**src/design/xsr_pkg.sv**
```systemverilog
// package: payload types, constants, state encoding and the state-advance helper for the xorshift64* generator
`default_nettype none
package xsr_pkg;

  localparam logic [63:0] GOLDEN_GAMMA = 64'h9E37_79B9_7F4A_7C15;
  localparam logic [63:0] MIX_MUL_A    = 64'hBF58_476D_1CE4_E5B9;
  localparam logic [63:0] MIX_MUL_B    = 64'h94D0_49BB_1331_11EB;
  localparam logic [63:0] STAR_MUL     = 64'h2545_F491_4F6C_DD1D;
  localparam logic [63:0] SEED_RESET   = 64'h9E37_79B9_7F4A_7C15;

  localparam logic REQ_RAW     = 1'b0;
  localparam logic REQ_BOUNDED = 1'b1;

  typedef struct packed {
    logic        req_type;
    logic [31:0] bound_limit;
  } in_t;

  typedef struct packed {
    logic [63:0] random_value;
    logic        limit_error;
  } out_t;

  typedef enum logic [2:0] {
    ST_MIX_START,
    ST_MIX_A,
    ST_MIX_B,
    ST_IDLE,
    ST_MUL,
    ST_DIV,
    ST_EMIT
  } state_t;

  function automatic logic [63:0] xs_advance(input logic [63:0] s);
    logic [63:0] x;
    x = s ^ (s >> 12);
    x = x ^ (x << 25);
    x = x ^ (x >> 27);
    return x;
  endfunction

endpackage
`default_nettype wire

```
**src/design/xorshift64_star_bounded_rng.sv**
```systemverilog
// top level: xorshift64* generator with raw and bounded requests
// channels: in_valid/in_stall/in_data carries a request beat (req_type, bound_limit),
//   out_valid/out_stall/out_data carries one result beat (random_value, limit_error)
//   for every request, in order. cfg_we/cfg_wdata writes the seed; the state is then
//   re-mixed through splitmix64 before the next request is taken.
// path: a raw or zero-limit request goes through the three-pass 32x32 multiplier only;
//   a bounded request with a nonzero limit then also passes through the bit-serial
//   remainder unit.
// throughput: one request at a time; in_stall is high from accept until the result
//   has been moved into the output register.
// reset (rst_n low, synchronous): the seed returns to its default and the splitmix64
//   mix runs, with in_stall high, before the first request.
// receiver stall: the output register holds its beat while out_stall is high; the
//   next request may be accepted meanwhile, and its result waits until the slot frees.
`default_nettype none
module xorshift64_star_bounded_rng
  import xsr_pkg::*;
(
  input  wire logic        clk,
  input  wire logic        rst_n,
  input  wire logic        in_valid,
  output logic             in_stall,
  input  wire in_t         in_data,
  output logic             out_valid,
  input  wire logic        out_stall,
  output out_t             out_data,
  input  wire logic        cfg_we,
  input  wire logic [63:0] cfg_wdata
);

  state_t      state_r, state_nxt;
  logic [63:0] seed_r;
  logic [63:0] gen_r;
  logic        req_r;
  logic [31:0] lim_r;
  out_t        res_r;
  out_t        out_data_r;
  logic        out_valid_r;

  logic        mul_start, mul_done;
  logic [63:0] mul_a, mul_b, mul_p;
  logic        div_start, div_done;
  logic [31:0] div_rem;
  logic        in_acc;
  logic        slot_free;
  logic [63:0] seed_z;
  logic [63:0] adv;

  assign seed_z    = seed_r + GOLDEN_GAMMA;
  assign adv       = xs_advance(gen_r);
  assign in_acc    = in_valid && !in_stall;
  assign slot_free = !out_valid_r || !out_stall;

  xsr_mul64 u_mul (
    .clk     (clk),
    .rst_n   (rst_n),
    .start   (mul_start),
    .op_a    (mul_a),
    .op_b    (mul_b),
    .done    (mul_done),
    .product (mul_p)
  );

  xsr_div32 u_div (
    .clk       (clk),
    .rst_n     (rst_n),
    .start     (div_start),
    .dividend  (mul_p[63:32]),
    .divisor   (lim_r),
    .done      (div_done),
    .remainder (div_rem)
  );

  // next state
  always_comb begin
    state_nxt = state_r;
    unique case (state_r)
      ST_MIX_START: state_nxt = ST_MIX_A;
      ST_MIX_A:     if (mul_done) state_nxt = ST_MIX_B;
      ST_MIX_B:     if (mul_done) state_nxt = ST_IDLE;
      ST_IDLE:      if (in_valid) state_nxt = ST_MUL;
      ST_MUL: begin
        if (mul_done) begin
          state_nxt = (req_r == REQ_BOUNDED && lim_r != 32'd0) ? ST_DIV : ST_EMIT;
        end
      end
      ST_DIV:       if (div_done) state_nxt = ST_EMIT;
      ST_EMIT:      if (slot_free) state_nxt = ST_IDLE;
      default:      state_nxt = ST_MIX_START;
    endcase
    if (cfg_we) begin
      state_nxt = ST_MIX_START;
    end
  end

  // outputs
  always_comb begin
    in_stall  = 1'b1;
    mul_start = 1'b0;
    mul_a     = adv;
    mul_b     = STAR_MUL;
    div_start = 1'b0;
    unique case (state_r)
      ST_MIX_START: begin
        mul_start = 1'b1;
        mul_a     = seed_z ^ (seed_z >> 30);
        mul_b     = MIX_MUL_A;
      end
      ST_MIX_A: begin
        mul_start = mul_done;
        mul_a     = mul_p ^ (mul_p >> 27);
        mul_b     = MIX_MUL_B;
      end
      ST_IDLE: begin
        in_stall  = 1'b0;
        mul_start = in_valid;
      end
      ST_MUL: begin
        div_start = mul_done && (req_r == REQ_BOUNDED) && (lim_r != 32'd0);
      end
      default: begin
      end
    endcase
  end

  always_ff @(posedge clk) begin
    if (!rst_n) begin
      state_r     <= ST_MIX_START;
      seed_r      <= SEED_RESET;
      out_valid_r <= 1'b0;
    end else begin
      state_r <= state_nxt;
      if (cfg_we) begin
        seed_r <= cfg_wdata;
      end
      if (state_r == ST_EMIT && slot_free) begin
        out_valid_r <= 1'b1;
      end else if (!out_stall) begin
        out_valid_r <= 1'b0;
      end
    end
  end

  always_ff @(posedge clk) begin
    if (state_r == ST_MIX_B && mul_done) begin
      gen_r <= mul_p ^ (mul_p >> 31);
    end else if (in_acc) begin
      gen_r <= adv;
    end
    if (in_acc) begin
      req_r <= in_data.req_type;
      lim_r <= in_data.bound_limit;
    end
    if (state_r == ST_MUL && mul_done) begin
      if (req_r == REQ_RAW) begin
        res_r.random_value <= mul_p;
        res_r.limit_error  <= 1'b0;
      end else begin
        res_r.random_value <= 64'd0;
        res_r.limit_error  <= (lim_r == 32'd0);
      end
    end else if (state_r == ST_DIV && div_done) begin
      res_r.random_value <= {32'd0, div_rem};
      res_r.limit_error  <= 1'b0;
    end
    if (state_r == ST_EMIT && slot_free) begin
      out_data_r <= res_r;
    end
  end

  assign out_valid = out_valid_r;
  assign out_data  = out_data_r;

endmodule
`default_nettype wire

```
**src/design/xsr_mul64.sv**
```systemverilog
// iterative 64x64 multiplier, low 64 bits of the product, one 32x32 multiply per cycle
`default_nettype none
module xsr_mul64
  import xsr_pkg::*;
(
  input  wire logic        clk,
  input  wire logic        rst_n,
  input  wire logic        start,
  input  wire logic [63:0] op_a,
  input  wire logic [63:0] op_b,
  output logic             done,
  output logic [63:0]      product
);

  logic [63:0] a_r, b_r;
  logic [63:0] m_r;
  logic [63:0] acc_r;
  logic [1:0]  cnt_r;
  logic [1:0]  msel_r;
  logic        run_r;
  logic        mvld_r;
  logic        done_r;
  logic [31:0] mul_x, mul_y;

  always_comb begin
    case (cnt_r)
      2'd0:    begin mul_x = a_r[31:0];  mul_y = b_r[31:0];  end
      2'd1:    begin mul_x = a_r[31:0];  mul_y = b_r[63:32]; end
      default: begin mul_x = a_r[63:32]; mul_y = b_r[31:0];  end
    endcase
  end

  always_ff @(posedge clk) begin
    if (!rst_n) begin
      run_r  <= 1'b0;
      mvld_r <= 1'b0;
      done_r <= 1'b0;
      cnt_r  <= 2'd0;
      msel_r <= 2'd0;
    end else if (start) begin
      run_r  <= 1'b1;
      mvld_r <= 1'b0;
      done_r <= 1'b0;
      cnt_r  <= 2'd0;
    end else begin
      mvld_r <= run_r;
      msel_r <= cnt_r;
      done_r <= mvld_r && (msel_r == 2'd2);
      if (run_r) begin
        if (cnt_r == 2'd2) begin
          run_r <= 1'b0;
        end
        cnt_r <= cnt_r + 2'd1;
      end
    end
  end

  always_ff @(posedge clk) begin
    if (start) begin
      a_r   <= op_a;
      b_r   <= op_b;
      acc_r <= 64'd0;
    end else begin
      m_r <= {32'd0, mul_x} * {32'd0, mul_y};
      if (mvld_r) begin
        if (msel_r == 2'd0) begin
          acc_r <= acc_r + m_r;
        end else begin
          acc_r[63:32] <= acc_r[63:32] + m_r[31:0];
        end
      end
    end
  end

  assign done    = done_r;
  assign product = acc_r;

endmodule
`default_nettype wire

```
**src/design/xsr_div32.sv**
```systemverilog
// restoring 32-bit divider, one quotient bit per cycle, remainder output
`default_nettype none
module xsr_div32
  import xsr_pkg::*;
(
  input  wire logic        clk,
  input  wire logic        rst_n,
  input  wire logic        start,
  input  wire logic [31:0] dividend,
  input  wire logic [31:0] divisor,
  output logic             done,
  output logic [31:0]      remainder
);

  logic [31:0] dvd_r, d_r, rem_r;
  logic [4:0]  cnt_r;
  logic        run_r;
  logic        done_r;
  logic [32:0] trial;
  logic [32:0] diff;

  assign trial = {rem_r, dvd_r[31]};
  assign diff  = trial - {1'b0, d_r};

  always_ff @(posedge clk) begin
    if (!rst_n) begin
      run_r  <= 1'b0;
      done_r <= 1'b0;
      cnt_r  <= 5'd0;
    end else if (start) begin
      run_r  <= 1'b1;
      done_r <= 1'b0;
      cnt_r  <= 5'd0;
    end else begin
      done_r <= run_r && (cnt_r == 5'd31);
      if (run_r) begin
        if (cnt_r == 5'd31) begin
          run_r <= 1'b0;
        end
        cnt_r <= cnt_r + 5'd1;
      end
    end
  end

  always_ff @(posedge clk) begin
    if (start) begin
      dvd_r <= dividend;
      d_r   <= divisor;
      rem_r <= 32'd0;
    end else if (run_r) begin
      dvd_r <= {dvd_r[30:0], 1'b0};
      rem_r <= diff[32] ? trial[31:0] : diff[31:0];
    end
  end

  assign done      = done_r;
  assign remainder = rem_r;

endmodule
`default_nettype wire
```
**config.mk**
```make
export PLATFORM = sky130hd
export DESIGN_NAME = xorshift64_star_bounded_rng
export DESIGN_NICKNAME = d
export VERILOG_FILES = /design/src/design/xsr_pkg.sv /design/src/design/xorshift64_star_bounded_rng.sv /design/src/design/xsr_mul64.sv /design/src/design/xsr_div32.sv
export SDC_FILE = /design/constraint.sdc
export NUM_CORES = 2
export LEC_CHECK = 0
export BUFFER_PORTS_ARGS = -buffer_cell sky130_fd_sc_hd__buf_2
export CAP_MARGIN = 20
export CORE_UTILIZATION = 40
export DETAILED_ROUTE_END_ITERATION = 8
export MAX_ROUTING_LAYER = met4
export PLACE_DENSITY_LB_ADDON = 0.15
export SYNTH_ARGS = -nofsm -noshare
export SYNTH_HDL_FRONTEND = slang
export SYNTH_SLANG_ARGS = --single-unit
```
**constraint.sdc**
```tcl
create_clock -name clk -period 11.15 [get_ports clk]
set_input_delay 1.115 -clock clk [delete_from_list [all_inputs] [get_ports clk]]
set_output_delay 1.115 -clock clk [all_outputs]
set_load 0.01 [all_outputs]
```
==> run metrics <==
number of flops mapped to enable cells by yosys 425; final setup fails 0; Via-to-Cell Ratio 5.50; Global Route Usage Sum 30.7%; Crit path required time 11.50 ns; Worst Min Path Start res_r[46]$_SDFFCE_PP0P_; FF-to-FF path depth 35; H-tree levels 3; drt pass-1 iters 6; reg2reg end u_mul.m_r[63]$_DFFE_PN_; Worst setup startpoint u_mul.cnt_r[0]$_SDFFE_PP0P_; Critical Path Max Stage Delay 0.55 ns; crit path max-delay cell type fa_1; Resize count post-CTS 0; Iter 0 DRT Violations 5121; Worst EP arrival 10.43 ns; Slew Limit Fails 0; Post-layout nets 8335; IO Port Bufs 168; Final Cycle Share 90.4%; Critical Path Stages 35; Seq/Total Area, Yosys 25.3%; f_max 0.0992 GHz; RSZ-0062 raised after global routing false; io pins 169; pin count of the biggest net entering global routing 93; setup slack, reg-to-reg 1.07 ns; antenna-violating nets left 0; DP Wirelength 199 mm; Setup Fix Bufs, Post-CTS 0; global route overflow 0; share of the synthesized area in the top cell type 26.8%; Worst-Margin Slew 1.18 ns; clock slew at reported path FFs 0.06 ns; Yosys warning count 0; Mapped Area 64500 um^2; gpl congestion 1.03; synthesized instance count 6890; crit-path max FO 15; clk root buf clkbuf_16; area growth from synthesis to layout 9.04%; total number of vias 50402; setup TNS 0 ns; final core utilization 43.9%; Clock Latency Late Sink 0.63 ns; layout cells sized above 1 7.51%; Tightest Hold Check Type reg -> reg; Worst Setup EP u_mul.m_r[63]$_DFFE_PN_; Max-Cap Viols 0; Buffers & Inverters on Critical Path 10; flops & latches, synth 603; initial antenna violation count 15; core area 160000 um^2; Async S/R FF share, synth 0%; ranking of synthesized cells by area fa_1 (27%), edfxtp_1 (20%), ha_1 (8.3%); residual DRC count 0; clock buffer count from CTS 68; Distinct cells, synth 95; Initial Util 40.2%; DR WL/cell 26.6 um; Die W 404 um; Worst Skew 0.0260 ns; vias in the first global route 50385; Final Hold Vio Count 0; element type at the critical path start flip-flop; first-pass GRT wire length 352 mm; Yosys top cell by area fa_1; fin crit period 10.08 ns; FP Rows 147; CP Class reg -> reg; Die ar. 163000 um^2; Crit. End Element flip-flop; outcome finished, final reports clean; r2r startpoint u_mul.cnt_r[0]$_SDFFE_PP0P_; CP most frequent cell inv_1; placed cells 9030; maximum root-to-sink buffer count 3; drt total wl 244 mm; clock sink total 603; syn_nets 8285; Post-Syn Area per Cell 9.37 um^2; Chip Height 404 um; CP top delay family adder cells; Synth Flop Type edfxtp_1; relative slew slack 21.1%; CTS tree yes; hold_buf cts 0; fin cells 9158
[cell usage in the layout (no fill, tap or decap), types with 24 or more instances in the layout]
cell | netlist | final
nand2_1 | 813 | 812
o211ai_1 | 30 | 30
a31oi_1 | 30 | 30
dfxtp_1 | 178 | 176
clkbuf_16 | 0 | 70
nand4_1 | 35 | 35
mux2i_1 | 91 | 83
nor2_1 | 726 | 717
a211oi_1 | 42 | 42
nor3_1 | 47 | 47
and2_1 | 49 | 49
o21a_1 | 29 | 29
ha_1 | 429 | 428
buf_4 | 8 | 153
xnor2_1 | 299 | 299
o21bai_1 | 31 | 31
a21o_1 | 119 | 119
fa_1 | 864 | 864
xor2_1 | 146 | 146
a21oi_1 | 361 | 355
edfxtp_1 | 425 | 425
nand3_1 | 78 | 78
nor2b_1 | 59 | 59
mux2_2 | 24 | 24
buf_2 | 13 | 167
nand2b_1 | 46 | 46
o21ai_0 | 222 | 221
and3_1 | 29 | 28
inv_1 | 1050 | 1048
[worst min-delay path by stage]
stage / end / slack (ns) / cells past startpoint
after floorplan: out_data[0]$_DFFE_PP_ / 0.40 / 0
after global placement: out_data[4]$_DFFE_PP_ / 0.40 / 0
after detailed placement: out_data[38]$_DFFE_PP_ / 0.40 / 0
after CTS: out_data[46]$_DFFE_PP_ / 0.42 / 0
after global routing: out_data[46]$_DFFE_PP_ / 0.43 / 0
final: out_data[46]$_DFFE_PP_ / 0.42 / 0
[kinds of logic after synthesis]
group / Yosys count / share of synthesized area (%)
and+or+nand+nor: 1962 / 12.9
muxes: 115 / 1.83
DFF: 603 / 25.3
adders and majority gates: 1293 / 35.1
AOI/OAI and AO/OA: 1064 / 10.4
xor gates and xnor gates: 448 / 6.14
buffers and inverters: 1405 / 8.26
[per-layer routing]
layer	global-route usage [%]	share of wire, %
met3	7.36	9.7
met1	42.2	43
met2	44.8	44
met4	9.42	3.7
met5	-	0
[final cells by class]
class | instances | area [um^2]
fillers | 15944 | 90000
multi-input cells | 4882 | 43000
flip-flops and latches | 603 | 16300
inverters | 1063 | 3990
well taps | 2160 | 2700
repair buffers | 322 | 2030
clock buffers | 91 | 1910
clock inverters | 30 | 358
diodes | 7 | 17.5
[worst reg2reg max path, delay by kind of cell, from the launching register on]
family	cells	cell delay (ns)
AO/OA/AOI/OAI	10	2.00
multiplexers	1	0.52
buffers and inverters	10	1.44
XOR/XNOR	1	0.16
flip-flops	1	0.43
AND/OR/NAND/NOR	3	0.62
adder cells (fa/ha/maj)	10	4.65
[cell usage after synthesis, drive strengths merged, types with 91 or more instances]
library cell  instances
inv                1052
fa                  864
nand2               813
nor2                728
ha                  429
edfxtp              425
a21oi               364
xnor2               299
clkbuf              293
o21ai               240
dfxtp               178
xor2                146
a21o                119
mux2i                91
[registers in the layout, indices dropped and copies added (netlist names), 5 cells and up]
| register | flops |
|---|---|
| res_r | 65 |
| u_div.cnt_r | 5 |
| u_mul.a_r | 64 |
| lim_r | 32 |
| gen_r | 64 |
| u_mul.b_r | 6 |
| u_mul.product | 64 |
| seed_r | 64 |
| u_div.dvd_r | 32 |
| u_div.d_r | 32 |
| u_div.remainder | 32 |
| u_mul.m_r | 64 |
| out_data | 65 |
[metrics by stage]
stage | hold slack [ns] | setup slack (ns) | instance area (um^2)
floorplan | 0.400 | 2.14 | 64500
global placement | 0.403 | 1.28 | 68100
detailed placement | 0.405 | 1.21 | 68100
CTS | 0.418 | 1.20 | 70300
global route | 0.426 | 0.594 | 70400
finish | 0.416 | 1.07 | 70400
Power is not shown: default switching activity piles up to over one toggle a cycle in this logic, so the estimate is an artifact.
